[config.mk]
export PLATFORM = sky130hd
export DESIGN_NAME = lmm_ctrl
export DESIGN_NICKNAME = d
export VERILOG_FILES = /design/src/hw/rtl/lmm_pkg.sv /design/src/hw/rtl/lmm_ctrl.sv
export SDC_FILE = /design/constraint.sdc
export NUM_CORES = 1
export LEC_CHECK = 0
export BUFFER_PORTS_ARGS = -buffer_cell sky130_fd_sc_hd__clkbuf_2
export CELL_PAD_IN_SITES_DETAIL_PLACEMENT = 0
export CELL_PAD_IN_SITES_GLOBAL_PLACEMENT = 1
export CORE_MARGIN = 4
export CORE_UTILIZATION = 26
export DETAILED_ROUTE_END_ITERATION = 8
export PLACE_DENSITY = 0.58
export RECOVER_POWER = 100
export SYNTH_ARGS = -nofsm -noshare
export SYNTH_HDL_FRONTEND = slang
export SYNTH_SLANG_ARGS = --single-unit
[constraint.sdc]
create_clock -name clk -period 9.2 [get_ports clk]
set_input_delay 1.84 -clock clk [delete_from_list [all_inputs] [get_ports clk]]
set_output_delay 1.84 -clock clk [all_outputs]
set_load 0.03 [all_outputs]
[src/hw/rtl/lmm_pkg.sv]
// Shared types, codes and helper functions for the line mirror core.
// No dependencies; used by lmm_ctrl and line_mirror_multi_format_core.
`default_nettype none

package lmm_pkg;

	localparam int LEN_W = 16;
	localparam int PIX_W = 14;
	localparam int FMT_W = 3;

	typedef enum logic [FMT_W-1:0] {
		FMT_GRAY8   = 3'd0,
		FMT_SIXTEEN = 3'd1,
		FMT_RGB888  = 3'd2,
		FMT_UYVY    = 3'd3,
		FMT_YUYV    = 3'd4
	} fmt_t;

	typedef enum logic {
		REG_PIXEL_FORMAT = 1'b0,
		REG_LINE_PIXELS  = 1'b1
	} reg_idx_t;

	typedef enum logic {
		CMD_DATA  = 1'b0,
		CMD_DRAIN = 1'b1
	} cmd_t;

	typedef struct packed {
		logic       valid;
		logic       from_mem;
		logic       last;
		logic       err;
		logic [7:0] data;
	} lmm_result_t;

	function automatic logic fmt_known(input logic [FMT_W-1:0] fmt);
		logic ok;
		ok = 1'b0;
		unique case (fmt)
			FMT_GRAY8, FMT_SIXTEEN, FMT_RGB888, FMT_UYVY, FMT_YUYV: ok = 1'b1;
			default: ok = 1'b0;
		endcase
		return ok;
	endfunction

	function automatic logic [LEN_W-1:0] line_len(input logic [FMT_W-1:0] fmt,
			input logic [PIX_W-1:0] pix);
		logic [LEN_W-1:0] len;
		len = '0;
		unique case (fmt)
			FMT_GRAY8:   len = LEN_W'(pix);
			FMT_SIXTEEN: len = {1'b0, pix, 1'b0};
			FMT_RGB888:  len = {1'b0, pix, 1'b0} + LEN_W'(pix);
			FMT_UYVY, FMT_YUYV: len = {1'b0, pix[PIX_W-1:1], 2'b00};
			default: len = '0;
		endcase
		return len;
	endfunction

	function automatic logic [2:0] group_size(input logic [FMT_W-1:0] fmt);
		logic [2:0] g;
		g = 3'd1;
		unique case (fmt)
			FMT_SIXTEEN: g = 3'd2;
			FMT_RGB888:  g = 3'd3;
			FMT_UYVY, FMT_YUYV: g = 3'd4;
			default: g = 3'd1;
		endcase
		return g;
	endfunction

	function automatic logic [1:0] group_map(input logic [FMT_W-1:0] fmt,
			input logic [1:0] phase);
		logic [1:0] m;
		m = phase;
		unique case (fmt)
			FMT_UYVY: m = (phase == 2'd0) ? 2'd0 : (2'd0 - phase);
			FMT_YUYV: m = (phase == 2'd3) ? 2'd3 : (2'd2 - phase);
			default:  m = phase;
		endcase
		return m;
	endfunction

endpackage

`default_nettype wire

[src/hw/rtl/lmm_ctrl.sv]
// Configuration registers, fill/read counters and mirrored address generation.
// Depends on lmm_pkg.
`default_nettype none

module lmm_ctrl #(
	parameter int LINE_BYTES = 8192,
	parameter int MEM_AW     = 14
) (
	input  wire logic                      clk,
	input  wire logic                      arst_n,
	input  wire logic                      cfg_we,
	input  wire logic                      cfg_index,
	input  wire logic [lmm_pkg::PIX_W-1:0] cfg_wdata,
	input  wire logic                      acc,
	input  wire logic                      cmd,
	input  wire logic [7:0]                data_in,
	output lmm_pkg::lmm_result_t           res,
	output logic                           ram_we,
	output logic [MEM_AW-1:0]              ram_waddr,
	output logic                           ram_re,
	output logic [MEM_AW-1:0]              ram_raddr
);

	import lmm_pkg::*;

	localparam int CNT_W = $clog2(LINE_BYTES + 1);
	localparam int CMP_W = (CNT_W > LEN_W) ? CNT_W : LEN_W;

	logic [FMT_W-1:0] fmt_q;
	logic [PIX_W-1:0] pix_q;
	logic [CNT_W-1:0] wcnt_q, rcnt_q, base_q;
	logic [1:0]       phase_q;
	logic             fsel_q, rfull_q;

	logic [LEN_W-1:0] len;
	logic [CMP_W-1:0] len_c, rcnt_inc, wcnt_inc;
	logic [2:0]       gsz;
	logic             cfg_ok, emit, last, wr, swap;
	logic [CNT_W-1:0] roff;

	logic [CNT_W-1:0] wcnt_d, rcnt_d, base_d;
	logic [1:0]       phase_d;
	logic             fsel_d, rfull_d;

	function automatic logic [MEM_AW-1:0] bank_addr(input logic bank,
			input logic [CNT_W-1:0] off);
		return MEM_AW'(off) + (bank ? MEM_AW'(LINE_BYTES) : MEM_AW'(0));
	endfunction

	always_comb begin
		len      = line_len(fmt_q, pix_q);
		len_c    = CMP_W'(len);
		gsz      = group_size(fmt_q);
		cfg_ok   = fmt_known(fmt_q) && (len != '0) && (len_c <= CMP_W'(LINE_BYTES));
		rcnt_inc = CMP_W'(rcnt_q) + CMP_W'(1);
		emit     = cfg_ok && rfull_q && (CMP_W'(rcnt_q) < len_c);
		last     = rcnt_inc >= len_c;
		wr       = cfg_ok && (cmd == CMD_DATA) && (CMP_W'(wcnt_q) < len_c);
		wcnt_inc = wr ? CMP_W'(wcnt_q) + CMP_W'(1) : CMP_W'(wcnt_q);
		swap     = cfg_ok && (cmd == CMD_DATA) && (wcnt_inc >= len_c);
		roff     = base_q + CNT_W'(group_map(fmt_q, phase_q));

		rcnt_d  = rcnt_q;
		rfull_d = rfull_q;
		base_d  = base_q;
		phase_d = phase_q;
		wcnt_d  = CNT_W'(wcnt_inc);
		fsel_d  = fsel_q;
		if (emit) begin
			rcnt_d = CNT_W'(rcnt_inc);
			if (last) begin
				rfull_d = 1'b0;
			end
			if ({1'b0, phase_q} == gsz - 3'd1) begin
				phase_d = 2'd0;
				base_d  = base_q - CNT_W'(gsz);
			end else begin
				phase_d = phase_q + 2'd1;
			end
		end else begin
			rfull_d = 1'b0;
		end
		if (swap) begin
			fsel_d  = ~fsel_q;
			wcnt_d  = '0;
			rcnt_d  = '0;
			rfull_d = 1'b1;
			phase_d = 2'd0;
			base_d  = CNT_W'(len_c - CMP_W'(gsz));
		end

		res.valid    = cfg_ok ? emit : (cmd == CMD_DATA);
		res.from_mem = cfg_ok;
		res.last     = cfg_ok && last;
		res.err      = !cfg_ok;
		res.data     = data_in;

		ram_we    = acc && wr;
		ram_waddr = bank_addr(fsel_q, wcnt_q);
		ram_re    = acc && emit;
		ram_raddr = bank_addr(~fsel_q, roff);
	end

	always_ff @(posedge clk or negedge arst_n) begin
		if (!arst_n) begin
			fmt_q   <= FMT_GRAY8;
			pix_q   <= PIX_W'(640);
			wcnt_q  <= '0;
			rcnt_q  <= '0;
			rfull_q <= 1'b0;
			fsel_q  <= 1'b0;
			base_q  <= '0;
			phase_q <= 2'd0;
		end else if (cfg_we) begin
			unique case (cfg_index)
				REG_PIXEL_FORMAT: fmt_q <= cfg_wdata[FMT_W-1:0];
				REG_LINE_PIXELS:  pix_q <= cfg_wdata;
				default: ;
			endcase
			wcnt_q  <= '0;
			rcnt_q  <= '0;
			rfull_q <= 1'b0;
		end else if (acc && cfg_ok) begin
			wcnt_q  <= wcnt_d;
			rcnt_q  <= rcnt_d;
			rfull_q <= rfull_d;
			fsel_q  <= fsel_d;
			base_q  <= base_d;
			phase_q <= phase_d;
		end
	end

	a_rfull_in_line: assert property (@(posedge clk) disable iff (!arst_n)
		rfull_q |-> (CMP_W'(rcnt_q) < len_c))
		else $error("held line read past its length");

	a_fill_in_line: assert property (@(posedge clk) disable iff (!arst_n)
		(CMP_W'(wcnt_q) < len_c) || (wcnt_q == '0))
		else $error("fill count beyond line length");

	a_one_swap: assert property (@(posedge clk) disable iff (!arst_n)
		(acc && swap && !cfg_we) |=> (fsel_q != $past(fsel_q)) && rfull_q)
		else $error("bank swap not taken");

endmodule

`default_nettype wire

# Word level (Yosys, flattened, before mapping)
# Cells that the tools add are included.
[word_totals]
reg_bits = 63
word_cells = 92
output_inout_bits = 42
in_bits = 28
[classes]
n_bitwise = 4
eq_ne = 7
mux = 28
n_reduce_logical = 28
addsub = 12
n_lt_le_gt_ge = 5
[op_table]
columns = ["op", "n"]
rows = [
  ["14-bit 2-to-1 mux", 12],
  ["16-bit case mux with 4 select lines", 1],
  ["15-bit by 16-bit >= comparator with 1-bit output", 2],
  ["14-bit by 16-bit < comparator with 1-bit output", 2],
  ["14-bit by 1-bit adder with 15-bit output (second input constant)", 2],
  ["14-bit adder", 2],
  ["14-bit by 3-bit subtractor with 14-bit output", 2],
  ["15-bit by 14-bit adder with 16-bit output", 1],
  ["16-bit by 14-bit <= comparator with 1-bit output (second input constant)", 1],
  ["16-bit nonzero test", 1],
  ["15-bit 2-to-1 mux", 1],
  ["14-bit by 2-bit adder with 14-bit output", 1],
  ["1-bit logical AND", 11],
  ["2-bit 2-to-1 mux", 5],
  ["3-bit case mux with 3 select lines", 1],
  ["2-bit AND reduction", 4],
  ["1-bit 2-to-1 mux", 7],
  ["3-bit by 2-bit equality test with 1-bit output (second input constant)", 2],
  ["3-bit AND reduction", 2],
  ["2-bit nonzero test", 3],
  ["5-bit OR reduction", 1],
  ["4-bit by 2-bit != test with 1-bit output (second input constant)", 1],
  ["1-bit inverter", 4],
  ["2-bit case mux with 2 select lines", 1],
  ["other kinds (14)", 14],
]

# Longest topological paths before layout
# Gate-level depths: netlist (run 1).
[depth]
ltp_word = 14
depth_mapped = 40
ltp_nobuf = 36

# Worst setup path before layout (run 1)
# Ideal clock, no wire load.
[synth_path]
kind = "flip-flop to flip-flop"
start = "register pix_q[1]"
end = "register base_q[9]"
setup_ns = 0.066
setup_slack_ns = 1.548
arrival_ns = 7.586
n_path_buf = 4
period_less_slack_ns = 7.652
required_ns = 9.134
stages_incl_launch_ff = 36
cell_sequence = "dfrtp_1 > ha_1 > inv_1 > fa_1 > nand2b_1 > a21oi_1 > o21ai_0 > o21ai_0 > xor2_1 > a21oi_1 > ha_1 > and4_1 > o311ai_0 > nand4_1 > a31o_2 > a211o_1 > buf_2 > nor2_1 > xor2_1 > ha_1 > a2111o_1 > or3_1 > o311ai_2 > a21oi_2 > buf_6 > buf_2 > mux2_2 > ha_1 > nor2b_1 > o21ai_0 > nor2b_1 > buf_1 > nand2_1 > or4_1 > o21ai_0 > a22o_1"
[synth_via]
elab_chain_len = 12
word_cells_on_any_way = 21
classes_between = "add/sub (2); order compare (4); mux (3); reduce/logical (12)"
[synth_rtl]
columns = ["item", "line", "source"]
rows = [
  ["start, declared", "lmm_ctrl.sv:30", "logic [PIX_W-1:0] pix_q;"],
  ["start signal, assigned", "lmm_ctrl.sv:117", "REG_LINE_PIXELS: pix_q <= cfg_wdata;"],
  ["15-bit by 14-bit adder with 16-bit output", "lmm_pkg.sv:54", "FMT_RGB888: len = {1'b0, pix, 1'b0} + LEN_W'(pix);"],
  ["16-bit case mux with 4 select lines *", "lmm_pkg.sv:51", "unique case (fmt)"],
  ["parallel branches: the longest is 10 deep, another holds 16-bit by 14-bit <= comparator with 1-bit output", "n/a", ""],
  ["end signal, assigned", "lmm_ctrl.sv:128", "base_q <= base_d;"],
  ["end, declared", "lmm_ctrl.sv:31", "logic [CNT_W-1:0] wcnt_q, rcnt_q, base_q;"],
]
# Every way passes the cells marked *.
# A chain may end at the register's enable or synchronous reset.

# Final worst setup path (run 1)
[layout_path]
start = "register fmt_q[2]"
end = "register base_q[10]"
[layout_via]
elab_chain_len = 13
word_cells_on_any_way = 34
classes_between = "add/sub (3); order compare (4); eq/ne (5); mux (7); reduce/logical (15)"
[layout_rtl]
columns = ["item", "line", "source"]
rows = [
  ["start, declared", "lmm_ctrl.sv:29", "logic [FMT_W-1:0] fmt_q;"],
  ["start signal, assigned", "lmm_ctrl.sv:116", "REG_PIXEL_FORMAT: fmt_q <= cfg_wdata[FMT_W-1:0];"],
  ["parallel branches: the longest is 13 deep, another holds 16-bit by 14-bit <= comparator with 1-bit output", "n/a", ""],
]
# Parallel ways; which one is timed is not known. The select of a mux whose other input is x is not followed.

==> results.txt, run 1 <==
Violated checks: capacitance limit, slew limit
CP Launch Type: register
Routed wire length: 21400 um
Total Routing Usage GR: 14.9%
Top cells by area, synth: dfrtp_1 (22%), ha_1 (14%), nand2_1 (3.7%), a21oi_1 (3.5%), xor2_1 (3.5%)
Synth unique cells: 87
Clock transition at path regs: 60 ps
H-Tree Level Count: 3
1st-iter DRT viols: 306
Main synth FF type: dfrtp_1
Slew HR: -152%
Post-synthesis cell area: 6920 um^2
Outcome: finished, violations left
Post-DRT Antenna Nets: 0
Worst Max-Slew Pin Slew: 3790 ps
DP Area: 7380 um^2
Power density cells: 181 nW/um^2
Port Buffers: 53
Number of synthesized flops with an enable pin: 0
Core Region: 26100 um^2
Clock buffers created by TritonCTS: 9
Final instance area: 7610 um^2
Final #Nets: 936
RSZ-0062 raised after global routing: false
Avg WL per Cell: 18.4 um
Final HPWL DP: 16200 um
Overall power: 1.38 mW
Vias: 6035
Critical path origin: fmt_q[2]$_DFFE_PN0P_
Area growth syn-to-layout: 9.97%
Slowest CP cell: dfrtp_1
DIE AREA: 29300 um^2
Fmax: 0.119 GHz
Clock sinks: 63
Post-route clock period utilization: 91.5%
Vias in the first global route: 5963
M3 GR Usage: 2.34%
Hold Fails Final Rpt: 0
CTS root buffer: clkbuf_16
Die H: 171 um
Avg Cell Area, Syn: 8.67 um^2
Setup Crit Path Kind: reg -> reg
Worst skew pair latency: 350 ps
Hold WC Path Type: reg -> reg
Row count: 59
Critical Path AT: 8620 ps
First-pass GRT wire length: 34300 um
Synth top area share: 22.0%
First-pass DRT Iterations: 4
Async SR Flop Fraction: 100%
GPL Wtd Cong: 0.794
Leakage: 3.37 nW
Die X: 171 um
CP Capture Type: register
Largest net degree at the start of global routing: 64
Gr ovfl total: 0
Met2 GRT Util: 23.9%
DR DRC count: 0
Synth warnings: 0
Worst hold path startpoint: fsel_q$_DFFE_PN0P_
Mapped Nets: 910
#FFs+latches synth: 63
Hold-fix buffers, CTS: 0
Most frequent cells in the layout: ha_1 (80), nand2_1 (68), dfrtp_1 (61), a21oi_1 (50), o21ai_0 (45)
Mapped Cells: 799
Setup_tns: 0 ps
M1 GR Usage: 21.2%
Hold depth: 1
Max Cap Viol: 1
RR Startpoint: fmt_q[2]$_DFFE_PN0P_
Worst reg2reg path depth: 32
Inserted Diodes: 0
Top Usage Layer GRT: met2
Crit path time final: 8420 ps
Crit path required time: 9400 ps
Via-per-instance ratio: 5.18
Post-synthesis sequential area ratio: 22.8%
Top-level port count: 70
Largest stage delay, worst path: 730 ps
Final Skew: 11.0 ps
Layout cells sized above 1: 12.4%
Post-route core utilization: 29.1%
VDD IR max: 0.0000907 V
Initial Util: 26.5%
Leading cell type in the layout, fill and taps excluded: ha_1
CP Max Fanout: 19
Max Slew Vio Count: 64
CTS tree: yes
Yosys top cell by area: dfrtp_1
Antenna violations before repair: 0
Final setup viols: 0
Clock Tree Buf Depth: 2
## critical path: cells and delay by family (launching register included)
kind / cells / cell delay, ps
AOI/OAI and AO/OA: 13 / 3370
xor gates and xnor gates: 1 / 80
adders and majority gates: 4 / 1170
buffers and inverters: 4 / 700
DFF: 1 / 730
and+or+nand+nor: 10 / 2180
## what timing repair did
| action | in CTS | in global routing |
|---|---|---|
| buffers inserted | 0 | 2 |
| gates resized for setup | 0 | 1 |
| endpoints found under the setup margin | 0 | 8 |
## metrics by stage
stage / hold slack, ps / setup slack (ps) / cells
detailed placement: 526 / 297 / 1147
floorplan: 478 / 1550 / 799
CTS: 536 / 287 / 1163
global route: 564 / 118 / 1165
finish: 534 / 782 / 1165
global placement: 525 / 337 / 1147
## metal layers
metal / vias up / part of all wire [%]
li1: 3014 / -
met1: 2915 / 50
met2: 92 / 46
met3: 14 / 3.4
met4: 0 / 1.1
met5: - / 0
## flip-flops by register name (all words and copies together) (netlist names)
register / cells
rfull_q: 1
fmt_q: 3
phase_q: 2
base_q: 14
rcnt_q: 14
pix_q: 14
wcnt_q: 14
fsel_q: 1
## cells in the mapped netlist, drive strengths merged (8+ instances only)
master,count
nand2b,11
a21oi,52
nor3,12
a22oi,8
xor2,28
a31oi,32
nand4,10
dfrtp,61
buf,43
or3,18
ha,80
nand3,28
nand2,68
nor2,40
mux2,20
o211ai,13
inv,28
a22o,8
clkbuf,15
xnor2,27
a21o,15
o21ai,47
nor2b,13
and3,20
## area by class of cell
type / instances / area (um^2)
Multi-Input combinational cell: 650 / 4850
Sequential cell: 63 / 1580
Timing Repair Buffer: 73 / 364
Inverter: 28 / 105
Fill cell: 2881 / 18500
Clock buffer: 11 / 243
Tap cell: 335 / 419
Clock inverter: 5 / 57.6
## cells by family (layout without fill, tap and decap cells)
logic type               Yosys count  after routing  share of synthesized area (%)
AO/OA/AOI/OAI                    230            230                           23.7
XOR/XNOR                          55             55                           6.96
adder cells (fa/ha/maj)           83             83                           15.3
buffers and inverters             86            117                           6.79
flip-flops                        63             63                           22.8
multiplexers                      26             26                           4.12
AND/OR/NAND/NOR                  256            256                           20.3
## final timing paths
check / endpoint / slack (ps)
worst max-delay path: base_q[10]$_DFFE_PN0P_ / 780
worst min-delay path: fsel_q$_DFFE_PN0P_ / 530
worst max register to register: base_q[10]$_DFFE_PN0P_ / 780
worst min register to register: fsel_q$_DFFE_PN0P_ / 530
max in group asynchronous: rcnt_q[3]$_DFFE_PN0P_ / 4170
min in group asynchronous: wcnt_q[3]$_DFFE_PN0P_ / 2900
## where the power goes
part	internal, mW	switching, mW
Sequential	0.299	0.0465
Combinational	0.248	0.424
Clock	0.217	0.147
Total	0.764	0.618
Note: power is estimated with default switching activity, not from simulation.
==> inputs of run 2 (changes only) <==
--- a/config.mk
+++ b/config.mk
@@ -5,13 +5,13 @@
 export SDC_FILE = /design/constraint.sdc
 export NUM_CORES = 1
 export LEC_CHECK = 0
-export BUFFER_PORTS_ARGS = -buffer_cell sky130_fd_sc_hd__clkbuf_2
 export CELL_PAD_IN_SITES_DETAIL_PLACEMENT = 0
 export CELL_PAD_IN_SITES_GLOBAL_PLACEMENT = 1
 export CORE_MARGIN = 4
 export CORE_UTILIZATION = 26
 export DETAILED_ROUTE_END_ITERATION = 8
-export PLACE_DENSITY = 0.58
+export DONT_BUFFER_PORTS = 1
+export PLACE_DENSITY = 0.55
 export RECOVER_POWER = 100
 export SYNTH_ARGS = -nofsm -noshare
 export SYNTH_HDL_FRONTEND = slang
==> run 2 against run 1 <==
  * The flow now finishes without violations
  * Combinational power fell by 1%
  * Via count fell by 3.2%
  * Clock skew fell by 2.1 ps
  * Worst hold slack got worse by 3.6 ps
  * Non-clock buffer count fell by 55
  * Worst setup slack improved by 90 ps
  * Cell area fell by 3.0%
  * Register-to-register slack improved by 90 ps
  * Sequential share of layout area rose by 0.64 points
  * Cell count fell by 4.7%
  * Critical endpoint is now phase_q[0]$_DFFE_PN0P_
  * Largest cell class unchanged
==> results.txt, run 2 (synthesis results as in run 1) <==
Outcome: complete, no violations
Setup_tns: 0 ps (unchanged)
Final HPWL DP: 16600 um (+2.3%)
Post-cts resize count: 0 (unchanged)
CP Max Fanout: 15 (-4)
M3 GR Usage: 3.26% (+0.92 points)
Slew HR: 16.9% (+170 points)
CP Capture Type: register
Setup Crit Path Kind: reg -> reg
Hold-fix buffers, CTS: 0 (unchanged)
Sw Pwr: 612 uW (-0.98%)
Row count: 59 (unchanged)
Worst Max-Slew Pin Slew: 1250 ps (-2540 ps)
Hold Fails Final Rpt: 0 (unchanged)
Crit path time final: 8330 ps (-90.0 ps)
Switching Share: 44.3% (-0.35 points)
Layout cells sized above 1: 10.3% (-2.1 points)
Post-DRT Antenna Nets: 0 (unchanged)
Area growth syn-to-layout: 6.69%
Filler cell count: 2822 (-2.0%)
Power density cells: 187 nW/um^2 (+2.9%)
Gr ovfl total: 0 (unchanged)
Final Skew: 8.93 ps (-2.06 ps)
CTS root buffer: clkbuf_16
CP Launch Type: register
Top Usage Layer GRT: met2
Final cell count without fillers: 1110 (-4.7%)
Vias: 5839 (-3.2%)
Worst skew pair latency: 350 ps (about the same)
Initial Util: 26.5% (unchanged)
Final setup viols: 0 (unchanged)
Cells after DPL: 1094 (-4.6%)
Final instance area: 7390 um^2 (-3.0%)
Sequential fraction of design power: 25.1% (about the same)
Vias in the first global route: 5711 (-4.2%)
Inserted Diodes: 0 (unchanged)
FF/Latch Area: 1580 um^2 (unchanged)
VDD IR max: 0.0000625 V (-31%)
GPL Wtd Cong: 0.785 (-1.1%)
H-Tree Level Count: 3 (unchanged)
1st-iter DRT viols: 306 (unchanged)
Clock transition at path regs: 60 ps (about the same)
DR DRC count: 0 (unchanged)
Via-per-instance ratio: 5.26 (+1.5%)
RSZ-0062 raised after global routing: false
First-pass GRT wire length: 34500 um (+0.60%)
Leading cell type in the layout, fill and taps excluded: ha_1
Clock sinks: 63 (unchanged)
First-pass DRT Iterations: 5 (+1)
Multi-input gate area: 4850 um^2 (+0.15%)
Top-level port count: 70 (unchanged)
M1 GR Usage: 21.2% (+0.065 points)
CTS tree: yes
Setup Buffers After CTS: 0 (unchanged)
Routed wire length: 21700 um (+1.3%)
Clock buffers created by TritonCTS: 9 (unchanged)
Largest net degree at the start of global routing: 64 (unchanged)
DP Area: 7110 um^2 (-3.6%)
Antenna violations before repair: 0 (unchanged)
Power share of the combinational group: 48.1% (-0.6 points)
Leakage: 3.25 nW (-3.8%)
Core Region: 26100 um^2 (unchanged)
Crit path required time: 9470 ps (+70 ps)
Critical Path AT: 8590 ps (-30 ps)
Post-route clock period utilization: 90.5% (-0.98 points)
Die X: 171 um (unchanged)
Fmax: 0.120 GHz (+1.1%)
Slowest CP cell: clkbuf_1
Most frequent cells in the layout: ha_1 (80), nand2_1 (68), dfrtp_1 (61), a21oi_1 (50), o21ai_0 (45)
Avg WL per Cell: 19.5 um (+6.3%)
Largest stage delay, worst path: 670 ps (-60 ps)
Total Routing Usage GR: 15.1% (+0.16 points)
Met2 GRT Util: 23.6% (-0.33 points)
Power share of the clock group: 26.8% (+0.4 points)
Max Slew Vio Count: 0 (-100%)
Port Buffers: 0 (-100%)
Die H: 171 um (unchanged)
Max Cap Viol: 0 (-1)
DIE AREA: 29300 um^2 (unchanged)
Final #Nets: 881 (-5.9%)
Hold WC Path Type: reg -> reg
Power Internal: 768 uW (+0.43%)
Worst path most repeated cell: ha_1
Clock Tree Buf Depth: 2 (unchanged)
run 2: cell count changes in the layout (fill, tap and decap cells not counted), sizes merged:
| cell | previous run | this run |
|---|---|---|
| clkinvlp | 3 | 1 |
| buf | 17 | 14 |
| clkinv | 1 | 3 |
| clkbuf | 67 | 15 |
run 2: path summary, 6_finish.rpt:
kind / startpoint / to / slack [ps] / cells past startpoint
max: pix_q[1]$_DFFE_PN0P_ / phase_q[0]$_DFFE_PN0P_ / 870 / 32
min: fsel_q$_DFFE_PN0P_ / fsel_q$_DFFE_PN0P_ / 530 / 1
max reg2reg: pix_q[1]$_DFFE_PN0P_ / phase_q[0]$_DFFE_PN0P_ / 870 / 32
min reg2reg: fsel_q$_DFFE_PN0P_ / fsel_q$_DFFE_PN0P_ / 530 / 1
max in group asynchronous: arst_n / pix_q[9]$_DFFE_PN1P_ / 7820 / 0
min in group asynchronous: arst_n / rcnt_q[11]$_DFFE_PN0P_ / 1190 / 0
run 2: cell type report:
| cell class | instances | area share [%] |
|---|---|---|
| clock buffers | 11 | 3.42 |
| clock inverters | 5 | 0.762 |
| inverters | 28 | 1.42 |
| multi-input cells | 650 | 65.7 |
| flip-flops and latches | 63 | 21.4 |
| well taps | 335 | 5.67 |
| repair buffers | 18 | 1.63 |
run 2: layer usage:
layer | share of wire [%] | wire [um] | up-vias
li1 | - | - | 2891
met2 | 45 | 9720 | 110
met5 | 0 | 0 | -
met4 | 1.4 | 297 | 0
met1 | 49 | 10600 | 2818
met3 | 4.9 | 1060 | 20
run 2: per-stage QoR:
| stage | hold WS, ps | setup WS (ps) | power [mW] | utilization, % |
|---|---|---|---|---|
| 5_1_grt | 537 | 207 | 1.48 | 28.3 |
| 2_1_floorplan | 478 | 1550 | 0.841 | - |
| 6_report | 530 | 872 | 1.38 | 28.3 |
| 3_3_place_gp | 520 | 1120 | 1.02 | 27.2 |
| 4_1_cts | 531 | 948 | 1.40 | 28.4 |
| 3_5_place_dp | 524 | 988 | 1.02 | 27.2 |
run 2: critical path, delay by kind of cell (launching register included):
kind	cells	cell delay, ps
simple gates	11	2520
flops	1	410
xor+xnor	1	80
mux	2	490
compound gates	10	2420
buf+inv	4	1180
fa+ha+maj	4	1140
run 2: power by group through the flow:
| stage | Combinational [mW] | Clock, mW | Sequential [mW] |
|---|---|---|---|
| 4_1_cts | 0.673 | 0.382 | 0.347 |
| 5_1_grt | 0.739 | 0.390 | 0.353 |
| 6_report | 0.664 | 0.369 | 0.346 |
| 3_5_place_dp | 0.670 | 0 | 0.352 |
| 2_1_floorplan | 0.515 | 0 | 0.326 |
| 3_3_place_gp | 0.671 | 0 | 0.352 |
